--- src/dad_pkg.sv ---
// ----------------------------------------------------------------------------
// dad_pkg
// Shared constants, types and calendar helpers for the date adder.
// ----------------------------------------------------------------------------
package dad_pkg;

    // field widths fixed by the stream format
    localparam int DAY_W    = 5;
    localparam int MONTH_W  = 4;
    localparam int YEAR_W   = 14;
    localparam int NIGHTS_W = 10;
    localparam int CENT_W   = 7;

    // input transfer width, fields packed and padded to whole bytes
    localparam int S_DATA_W = ((DAY_W + MONTH_W + YEAR_W + NIGHTS_W + 7) / 8) * 8;

    // default clamp on the day count
    localparam int MAX_NIGHTS_DEF = 1023;

    // calendar limits
    localparam logic [YEAR_W-1:0]  YEAR_MIN  = 14'd1;
    localparam logic [YEAR_W-1:0]  YEAR_MAX  = 14'd9999;
    localparam logic [DAY_W-1:0]   DAY_MIN   = 5'd1;
    localparam logic [DAY_W-1:0]   DAY_LAST  = 5'd31;

    // month codes
    localparam logic [MONTH_W-1:0] MON_JAN = 4'd1;
    localparam logic [MONTH_W-1:0] MON_FEB = 4'd2;
    localparam logic [MONTH_W-1:0] MON_APR = 4'd4;
    localparam logic [MONTH_W-1:0] MON_JUN = 4'd6;
    localparam logic [MONTH_W-1:0] MON_SEP = 4'd9;
    localparam logic [MONTH_W-1:0] MON_NOV = 4'd11;
    localparam logic [MONTH_W-1:0] MON_DEC = 4'd12;

    // year / 100 as (year * CENT_RECIP) >> CENT_SHIFT, exact below 43699
    localparam int CENT_RECIP = 5243;
    localparam int CENT_SHIFT = 19;
    localparam int CENT_PROD_W = YEAR_W + 13;
    localparam logic [CENT_W-1:0] YEARS_PER_CENT = 7'd100;
    localparam logic [CENT_W-1:0] REM_LAST       = 7'd99;

    // controller to datapath commands
    typedef struct packed {
        logic load;      // capture a new start date
        logic split;     // derive year mod 100
        logic step;      // cross one month end if the day overruns it
        logic out_load;  // move the finished date into the output register
    } dad_cmd_t;

    // datapath to controller status
    typedef struct packed {
        logic fits;      // day lies inside the current month
        logic ovf_hit;   // next month end would run past the last year
        logic out_free;  // output register can take a new date this cycle
    } dad_status_t;

    // length of a month, given whether the year is a leap year
    function automatic logic [DAY_W-1:0] month_len(input logic [MONTH_W-1:0] m,
                                                   input logic leap);
        logic [DAY_W-1:0] len;
        len = 5'd31;
        if (m == MON_FEB) begin
            len = leap ? 5'd29 : 5'd28;
        end else if (m == MON_APR || m == MON_JUN || m == MON_SEP || m == MON_NOV) begin
            len = 5'd30;
        end
        return len;
    endfunction

endpackage

--- src/dad_ctrl.sv ---
// ----------------------------------------------------------------------------
// dad_ctrl
// Sequencer for the date adder: load, split the year, step months, hand off.
// ----------------------------------------------------------------------------
module dad_ctrl
    import dad_pkg::*;
(
    input  logic        aclk,
    input  logic        aresetn,
    input  logic        s_tvalid,
    output logic        s_tready,
    input  dad_status_t status,
    output dad_cmd_t    cmd
);

    typedef enum logic [3:0] {
        ST_IDLE  = 4'b0001,
        ST_SPLIT = 4'b0010,
        ST_STEP  = 4'b0100,
        ST_FLUSH = 4'b1000
    } state_t;

    state_t state_reg, state_next;

    assign s_tready = (state_reg == ST_IDLE);

    // next state and commands
    always_comb begin
        state_next = state_reg;
        cmd        = '0;
        unique case (state_reg)
            ST_IDLE: begin
                if (s_tvalid) begin
                    cmd.load   = 1'b1;
                    state_next = ST_SPLIT;
                end
            end
            ST_SPLIT: begin
                cmd.split  = 1'b1;
                state_next = ST_STEP;
            end
            ST_STEP: begin
                cmd.step = 1'b1;
                if (status.fits || status.ovf_hit) begin
                    state_next = ST_FLUSH;
                end
            end
            ST_FLUSH: begin
                if (status.out_free) begin
                    cmd.out_load = 1'b1;
                    state_next   = ST_IDLE;
                end
            end
            default: begin
                state_next = ST_IDLE;
            end
        endcase
    end

    // state register
    always_ff @(posedge aclk) begin
        if (!aresetn) begin
            state_reg <= ST_IDLE;
        end else begin
            state_reg <= state_next;
        end
    end

endmodule

--- src/dad_datapath.sv ---
// ----------------------------------------------------------------------------
// dad_datapath
// Working date registers, month-length logic and the output register.
// ----------------------------------------------------------------------------
module dad_datapath
    import dad_pkg::*;
#(
    parameter int MAX_NIGHTS = MAX_NIGHTS_DEF
) (
    input  logic                aclk,
    input  logic                aresetn,
    input  logic [DAY_W-1:0]    start_day,
    input  logic [MONTH_W-1:0]  start_month,
    input  logic [YEAR_W-1:0]   start_year,
    input  logic [NIGHTS_W-1:0] nights,
    input  dad_cmd_t            cmd,
    output dad_status_t         status,
    input  logic                m_tready,
    output logic                m_tvalid,
    output logic [DAY_W-1:0]    end_day,
    output logic [MONTH_W-1:0]  end_month,
    output logic [YEAR_W-1:0]   end_year,
    output logic                year_overflow
);

    localparam int ACC_W = $clog2(MAX_NIGHTS + 32);
    localparam int CMP_W = (ACC_W > NIGHTS_W) ? ACC_W : NIGHTS_W;

    logic [ACC_W-1:0]   day_reg,   day_next;
    logic [MONTH_W-1:0] month_reg, month_next;
    logic [YEAR_W-1:0]  year_reg,  year_next;
    logic [CENT_W-1:0]  cent_reg,  cent_next;
    logic [CENT_W-1:0]  rem_reg,   rem_next;
    logic               ovf_reg,   ovf_next;

    logic [DAY_W-1:0]   out_day_reg;
    logic [MONTH_W-1:0] out_month_reg;
    logic [YEAR_W-1:0]  out_year_reg;
    logic               out_ovf_reg;
    logic               out_valid_reg, out_valid_next;

    logic [DAY_W-1:0]       d_clamp;
    logic [MONTH_W-1:0]     m_clamp;
    logic [YEAR_W-1:0]      y_clamp;
    logic [NIGHTS_W-1:0]    n_clamp;
    logic [CENT_PROD_W-1:0] cent_prod;
    logic [YEAR_W-1:0]      cent_years;
    logic                   leap;
    logic [DAY_W-1:0]       len;
    logic                   fits;
    logic                   ovf_hit;

    // clamp the start date and the day count into range
    always_comb begin
        d_clamp = (start_day == '0) ? DAY_MIN : start_day;
        m_clamp = start_month;
        if (start_month == '0) begin
            m_clamp = MON_JAN;
        end else if (start_month > MON_DEC) begin
            m_clamp = MON_DEC;
        end
        y_clamp = start_year;
        if (start_year == '0) begin
            y_clamp = YEAR_MIN;
        end else if (start_year > YEAR_MAX) begin
            y_clamp = YEAR_MAX;
        end
        n_clamp = (CMP_W'(nights) > CMP_W'(MAX_NIGHTS)) ? NIGHTS_W'(MAX_NIGHTS) : nights;
    end

    // century count by reciprocal multiply
    assign cent_prod  = CENT_PROD_W'(y_clamp) * CENT_PROD_W'(CENT_RECIP);
    assign cent_years = YEAR_W'(cent_reg) * YEAR_W'(YEARS_PER_CENT);

    // leap rule from year mod 4, year mod 100 and century mod 4
    assign leap = ((year_reg[1:0] == 2'b00) && (rem_reg != '0)) ||
                  ((rem_reg == '0) && (cent_reg[1:0] == 2'b00));

    assign len     = month_len(month_reg, leap);
    assign fits    = (day_reg <= ACC_W'(len));
    assign ovf_hit = !fits && (month_reg == MON_DEC) && (year_reg == YEAR_MAX);

    assign status.fits     = fits;
    assign status.ovf_hit  = ovf_hit;
    assign status.out_free = !out_valid_reg || m_tready;

    // working date update
    always_comb begin
        day_next   = day_reg;
        month_next = month_reg;
        year_next  = year_reg;
        cent_next  = cent_reg;
        rem_next   = rem_reg;
        ovf_next   = ovf_reg;
        if (cmd.load) begin
            day_next   = ACC_W'(d_clamp) + ACC_W'(n_clamp);
            month_next = m_clamp;
            year_next  = y_clamp;
            cent_next  = cent_prod[CENT_SHIFT +: CENT_W];
            ovf_next   = 1'b0;
        end else if (cmd.split) begin
            rem_next = CENT_W'(year_reg - cent_years);
        end else if (cmd.step && !fits) begin
            if (ovf_hit) begin
                ovf_next = 1'b1;
            end else begin
                day_next = day_reg - ACC_W'(len);
                if (month_reg == MON_DEC) begin
                    month_next = MON_JAN;
                    year_next  = year_reg + 1'b1;
                    if (rem_reg == REM_LAST) begin
                        rem_next  = '0;
                        cent_next = cent_reg + 1'b1;
                    end else begin
                        rem_next = rem_reg + 1'b1;
                    end
                end else begin
                    month_next = month_reg + 1'b1;
                end
            end
        end
    end

    always_ff @(posedge aclk) begin
        day_reg   <= day_next;
        month_reg <= month_next;
        year_reg  <= year_next;
        cent_reg  <= cent_next;
        rem_reg   <= rem_next;
        ovf_reg   <= ovf_next;
    end

    // output register, saturates on overflow
    always_ff @(posedge aclk) begin
        if (cmd.out_load) begin
            out_day_reg   <= ovf_reg ? DAY_LAST : DAY_W'(day_reg);
            out_month_reg <= ovf_reg ? MON_DEC  : month_reg;
            out_year_reg  <= ovf_reg ? YEAR_MAX : year_reg;
            out_ovf_reg   <= ovf_reg;
        end
    end

    // output valid, held until the transfer
    always_comb begin
        out_valid_next = out_valid_reg;
        if (cmd.out_load) begin
            out_valid_next = 1'b1;
        end else if (m_tready) begin
            out_valid_next = 1'b0;
        end
    end

    always_ff @(posedge aclk) begin
        if (!aresetn) begin
            out_valid_reg <= 1'b0;
        end else begin
            out_valid_reg <= out_valid_next;
        end
    end

    assign m_tvalid      = out_valid_reg;
    assign end_day       = out_day_reg;
    assign end_month     = out_month_reg;
    assign end_year      = out_year_reg;
    assign year_overflow = out_ovf_reg;

endmodule

--- src/date_add_days.sv ---
// ----------------------------------------------------------------------------
// date_add_days
// Gregorian date plus a number of days, on stream interfaces.
// ----------------------------------------------------------------------------
// One start date is taken at a time. Each item passes through these steps,
// where k is the number of month ends crossed (at most about 35 for 1023
// nights): the transfer loads the start date, the split state splits the year
// into centuries, the month-stepping loop crosses one month end per cycle, k
// times in all, plus a final check, and the flush state hands off once the
// output register is free. The month-stepping loop sets the time an item
// takes. The input is ready again while the result still waits in the output
// register. Dates past 31 December 9999 saturate with year_overflow.
// ----------------------------------------------------------------------------
module date_add_days
    import dad_pkg::*;
#(
    parameter int MAX_NIGHTS = MAX_NIGHTS_DEF
) (
    input  logic                aclk,
    input  logic                aresetn,
    input  logic                s_tvalid,
    output logic                s_tready,
    // start_day, start_month, start_year, nights
    input  logic [S_DATA_W-1:0] s_tdata,
    output logic                m_tvalid,
    input  logic                m_tready,
    // end_day, end_month, end_year, year_overflow
    output logic [23:0]         m_tdata
);

    localparam int MON_LO    = DAY_W;
    localparam int YEAR_LO   = DAY_W + MONTH_W;
    localparam int NIGHTS_LO = DAY_W + MONTH_W + YEAR_W;

    dad_cmd_t           cmd;
    dad_status_t        status;
    logic [DAY_W-1:0]   end_day;
    logic [MONTH_W-1:0] end_month;
    logic [YEAR_W-1:0]  end_year;
    logic               year_overflow;

    // sequencer
    dad_ctrl u_ctrl (
        .aclk     (aclk),
        .aresetn  (aresetn),
        .s_tvalid (s_tvalid),
        .s_tready (s_tready),
        .status   (status),
        .cmd      (cmd)
    );

    // date registers and output stage
    dad_datapath #(
        .MAX_NIGHTS (MAX_NIGHTS)
    ) u_datapath (
        .aclk          (aclk),
        .aresetn       (aresetn),
        .start_day     (s_tdata[0 +: DAY_W]),
        .start_month   (s_tdata[MON_LO +: MONTH_W]),
        .start_year    (s_tdata[YEAR_LO +: YEAR_W]),
        .nights        (s_tdata[NIGHTS_LO +: NIGHTS_W]),
        .cmd           (cmd),
        .status        (status),
        .m_tready      (m_tready),
        .m_tvalid      (m_tvalid),
        .end_day       (end_day),
        .end_month     (end_month),
        .end_year      (end_year),
        .year_overflow (year_overflow)
    );

    // pack the result
    assign m_tdata = {year_overflow, end_year, end_month, end_day};

endmodule
--- config.mk ---
export PLATFORM = sky130hd
export DESIGN_NAME = date_add_days
export DESIGN_NICKNAME = d
export VERILOG_FILES = /design/src/dad_pkg.sv /design/src/dad_ctrl.sv /design/src/dad_datapath.sv /design/src/date_add_days.sv
export SDC_FILE = /design/constraint.sdc
export NUM_CORES = 1
export LEC_CHECK = 0
export BUFFER_PORTS_ARGS = -buffer_cell sky130_fd_sc_hd__buf_2
export CORE_ASPECT_RATIO = 0.6
export CORE_MARGIN = 2
export CORE_UTILIZATION = 62
export CTS_CLUSTER_SIZE = 16
export DETAILED_ROUTE_END_ITERATION = 8
export PLACE_DENSITY = 0.83
export SYNTH_ARGS = -nofsm -noshare
export SYNTH_HDL_FRONTEND = slang
export SYNTH_SLANG_ARGS = --single-unit
--- constraint.sdc ---
create_clock -name aclk -period 6.4 [get_ports aclk]
set_clock_uncertainty 0.05 [all_clocks]
set_input_delay 0.32 -clock aclk [delete_from_list [all_inputs] [get_ports aclk]]
set_output_delay 0.32 -clock aclk [all_outputs]
set_load 0.05 [all_outputs]
==> results.toml <==
[outcome]
status = "complete, no violations"

[power]
power_density_nw_per_um2 = 383
peakVddDrop_uv = 247
p_leak_uw = 0.00396

[synth]
ys_types = 61
syn-cell-area_um2 = 7540
synth_seq_cells = 71
ys_seq_area_share_pct = 27.5
synth_async_sr_flop_share_pct = 0
synth_flop_cell = "edfxtp_1"
yosys_warnings = 0
syn_nets = 997
syn_inst = 780
synth-edff-count = 65
syn_area_per_cell_um2 = 9.66

[worst_setup_path]
startpoint_type = "input pin"
arrival_ps = 5950
r2r-start = "u_datapath.rem_reg[2]$_DFFE_PP_"
critPathCaptureType = "flip-flop"
crit_path_max_fanout = 5
required_ps = 6420
path_class = "input pin to flip-flop"
crit_start = "s_tdata[15]"

[worst_hold_path]
hp-class = "input pin to flip-flop"
hp-start = "aresetn"

[clocking]
htree_num_levels = 3
clock_sinks = 71
cts_tree = "yes"
clk_latency_ps = 330
post-cts-setup-buffer-count = 0
ctsHoldBuffers = 0
numCtsBuffers = 9
cts_buffer_depth = 2
cts_resized = 0
cts.reportedPaths.clkPinSlew_ps = 50
root_buffer = "clkbuf_16"

[flow_run]
drv_cap = 0

[routing]
via_count = 5766
wl_per_cell_um = 17.4
drt_pass1_iterations = 6
postRouteAntennaNets = 0
drc = 0
drtIter0Drc = 383
routed_via_density = 5.71
routed_wl_um = 17500

[finish]
drive_gt1_share_pct = 10.7
fin_cells = 1009
num-nets-final = 1057
layout_common_cells = "153 x inv_1, 108 x ha_1, 65 x fa_1, 65 x edfxtp_1, 62 x buf_2"
n_antenna_cell = 0
area_growth_pct = 10.3
final_common_cell = "inv_1"

[sta]
fmax_mhz = 169
slew_violations = 0
post-route-min-period_ps = 5930
hold_viol_final = 0
maxSlewHeadroom_pct = 18.0
rsz0062_at_grt = "no"
finalSetupViolCount = 0
period_share_pct = 92.6
fin_setup_tns_ps = 0
worstMarginPinSlew_ps = 1220

[place]
gp_congestion = 0.936
dp.cells = 994
post-dp-hpwl_um = 14300
io_buffers = 62

[die]
dieArea_um2 = 13100
core_area_um2 = 11900
start_util_pct = 63.1
row_count = 31
num_io_pins = 70
die_w_um = 146
fp.dieH_um = 89.4

[global_routing]
grt_pass1_wl_um = 28700
gr-total-overflow = 0
grt_pass1_vias = 5877
grt_start_max_net_pins = 32
antenna_found_initial = 1
grtUsageTotal_pct = 28.2
## cells in the mapped netlist (4+ instances only)
cell type | instances | area, um^2
a21oi_1 | 34 | 170
xnor2_1 | 29 | 254
nand4_1 | 10 | 62.6
inv_1 | 153 | 574
and3_1 | 8 | 50.1
or2_1 | 15 | 93.8
o21ai_1 | 33 | 165
xor2_1 | 17 | 149
nand2_1 | 54 | 203
a31oi_1 | 5 | 31.3
ha_1 | 108 | 1350
a21o_1 | 6 | 45.0
nand2b_1 | 6 | 37.5
mux2i_1 | 4 | 40.0
o21ai_0 | 6 | 30.0
edfxtp_1 | 65 | 1950
fa_1 | 65 | 1300
nor2_1 | 41 | 154
nor2b_1 | 13 | 81.3
o2111ai_1 | 4 | 35.0
nand3_1 | 24 | 120
nor3_1 | 8 | 40.0
clkbuf_1 | 12 | 45.0
dfxtp_1 | 6 | 120
## where the power goes
| part | total, uW | internal [uW] | switching, uW |
|---|---|---|---|
| Clock | 515 | 334 | 181 |
| Sequential | 616 | 567 | 49.7 |
| Combinational | 2060 | 826 | 1230 |
| Total | 3190 | 1730 | 1460 |
## layout make-up
cell class,count,area [um^2]
Clock buffer,9,225
Clock inverter,6,76.3
Fill cell,895,3630
Inverter,156,587
Multi-Input combinational cell,537,4810
Sequential cell,71,2070
Tap cell,165,206
Timing Repair Buffer,65,333
## cell families after synthesis
family	count (synthesis)	synth area share, %
and+or+nand+nor	201	13.6
adders and majority gates	173	35.2
buffers and inverters	172	8.68
AOI/OAI and AO/OA	113	9.18
DFF	71	27.5
xor gates and xnor gates	46	5.34
muxes	4	0.531
## per-stage QoR
stage | utilization [%] | setup WS, ps | hold WS [ps] | instance area, um^2 | power [uW]
final | 69.6 | 473 | 192 | 8310 | 3190
after global placement | 67.1 | 439 | 463 | 8010 | 2520
after global routing | 69.6 | 232 | 192 | 8310 | 3490
after floorplan | - | 935 | 350 | 7540 | 2090
after CTS | 69.6 | 560 | 179 | 8310 | 3150
after detailed placement | 67.1 | 241 | 459 | 8010 | 2620
## per-layer routing
layer,wire length [um],vias up,GRT usage [%],share of wire (%)
met5,13,-,0,0.074
met4,163,2,5.12,0.93
met3,1760,26,8.67,10
met2,7980,270,46.0,46
met1,7590,2747,38.4,43
li1,-,2721,-,-
## path summary, 6_finish.rpt
path	endpoint	slack, ps	cells after the start
setup reg to reg	u_datapath.year_reg[13]$_DFFE_PP_	2480	13
hold / removal	u_ctrl.state_reg[0]$_SDFFE_PN1P_	190	2
setup / recovery	u_datapath.cent_reg[3]$_DFFE_PP_	470	22
hold reg to reg	u_datapath.m_tvalid$_SDFFE_PN0P_	470	2
## critical path: stages
cell and delay (ps):
buf_2 110, nor4_1 390, o21ai_1 170, and2_1 220, nor2_1 240, inv_1 240
fa_1 530, ha_1 290, inv_1 50, fa_1 470, inv_1 60, fa_1 530
inv_1 50, fa_1 600, inv_1 70, ha_1 350, nand3_1 130, or3_1 390
nor4_1 300, a311o_2 170, mux2i_1 210, nor3_2 70
Power figures use the tool's default switching activity.
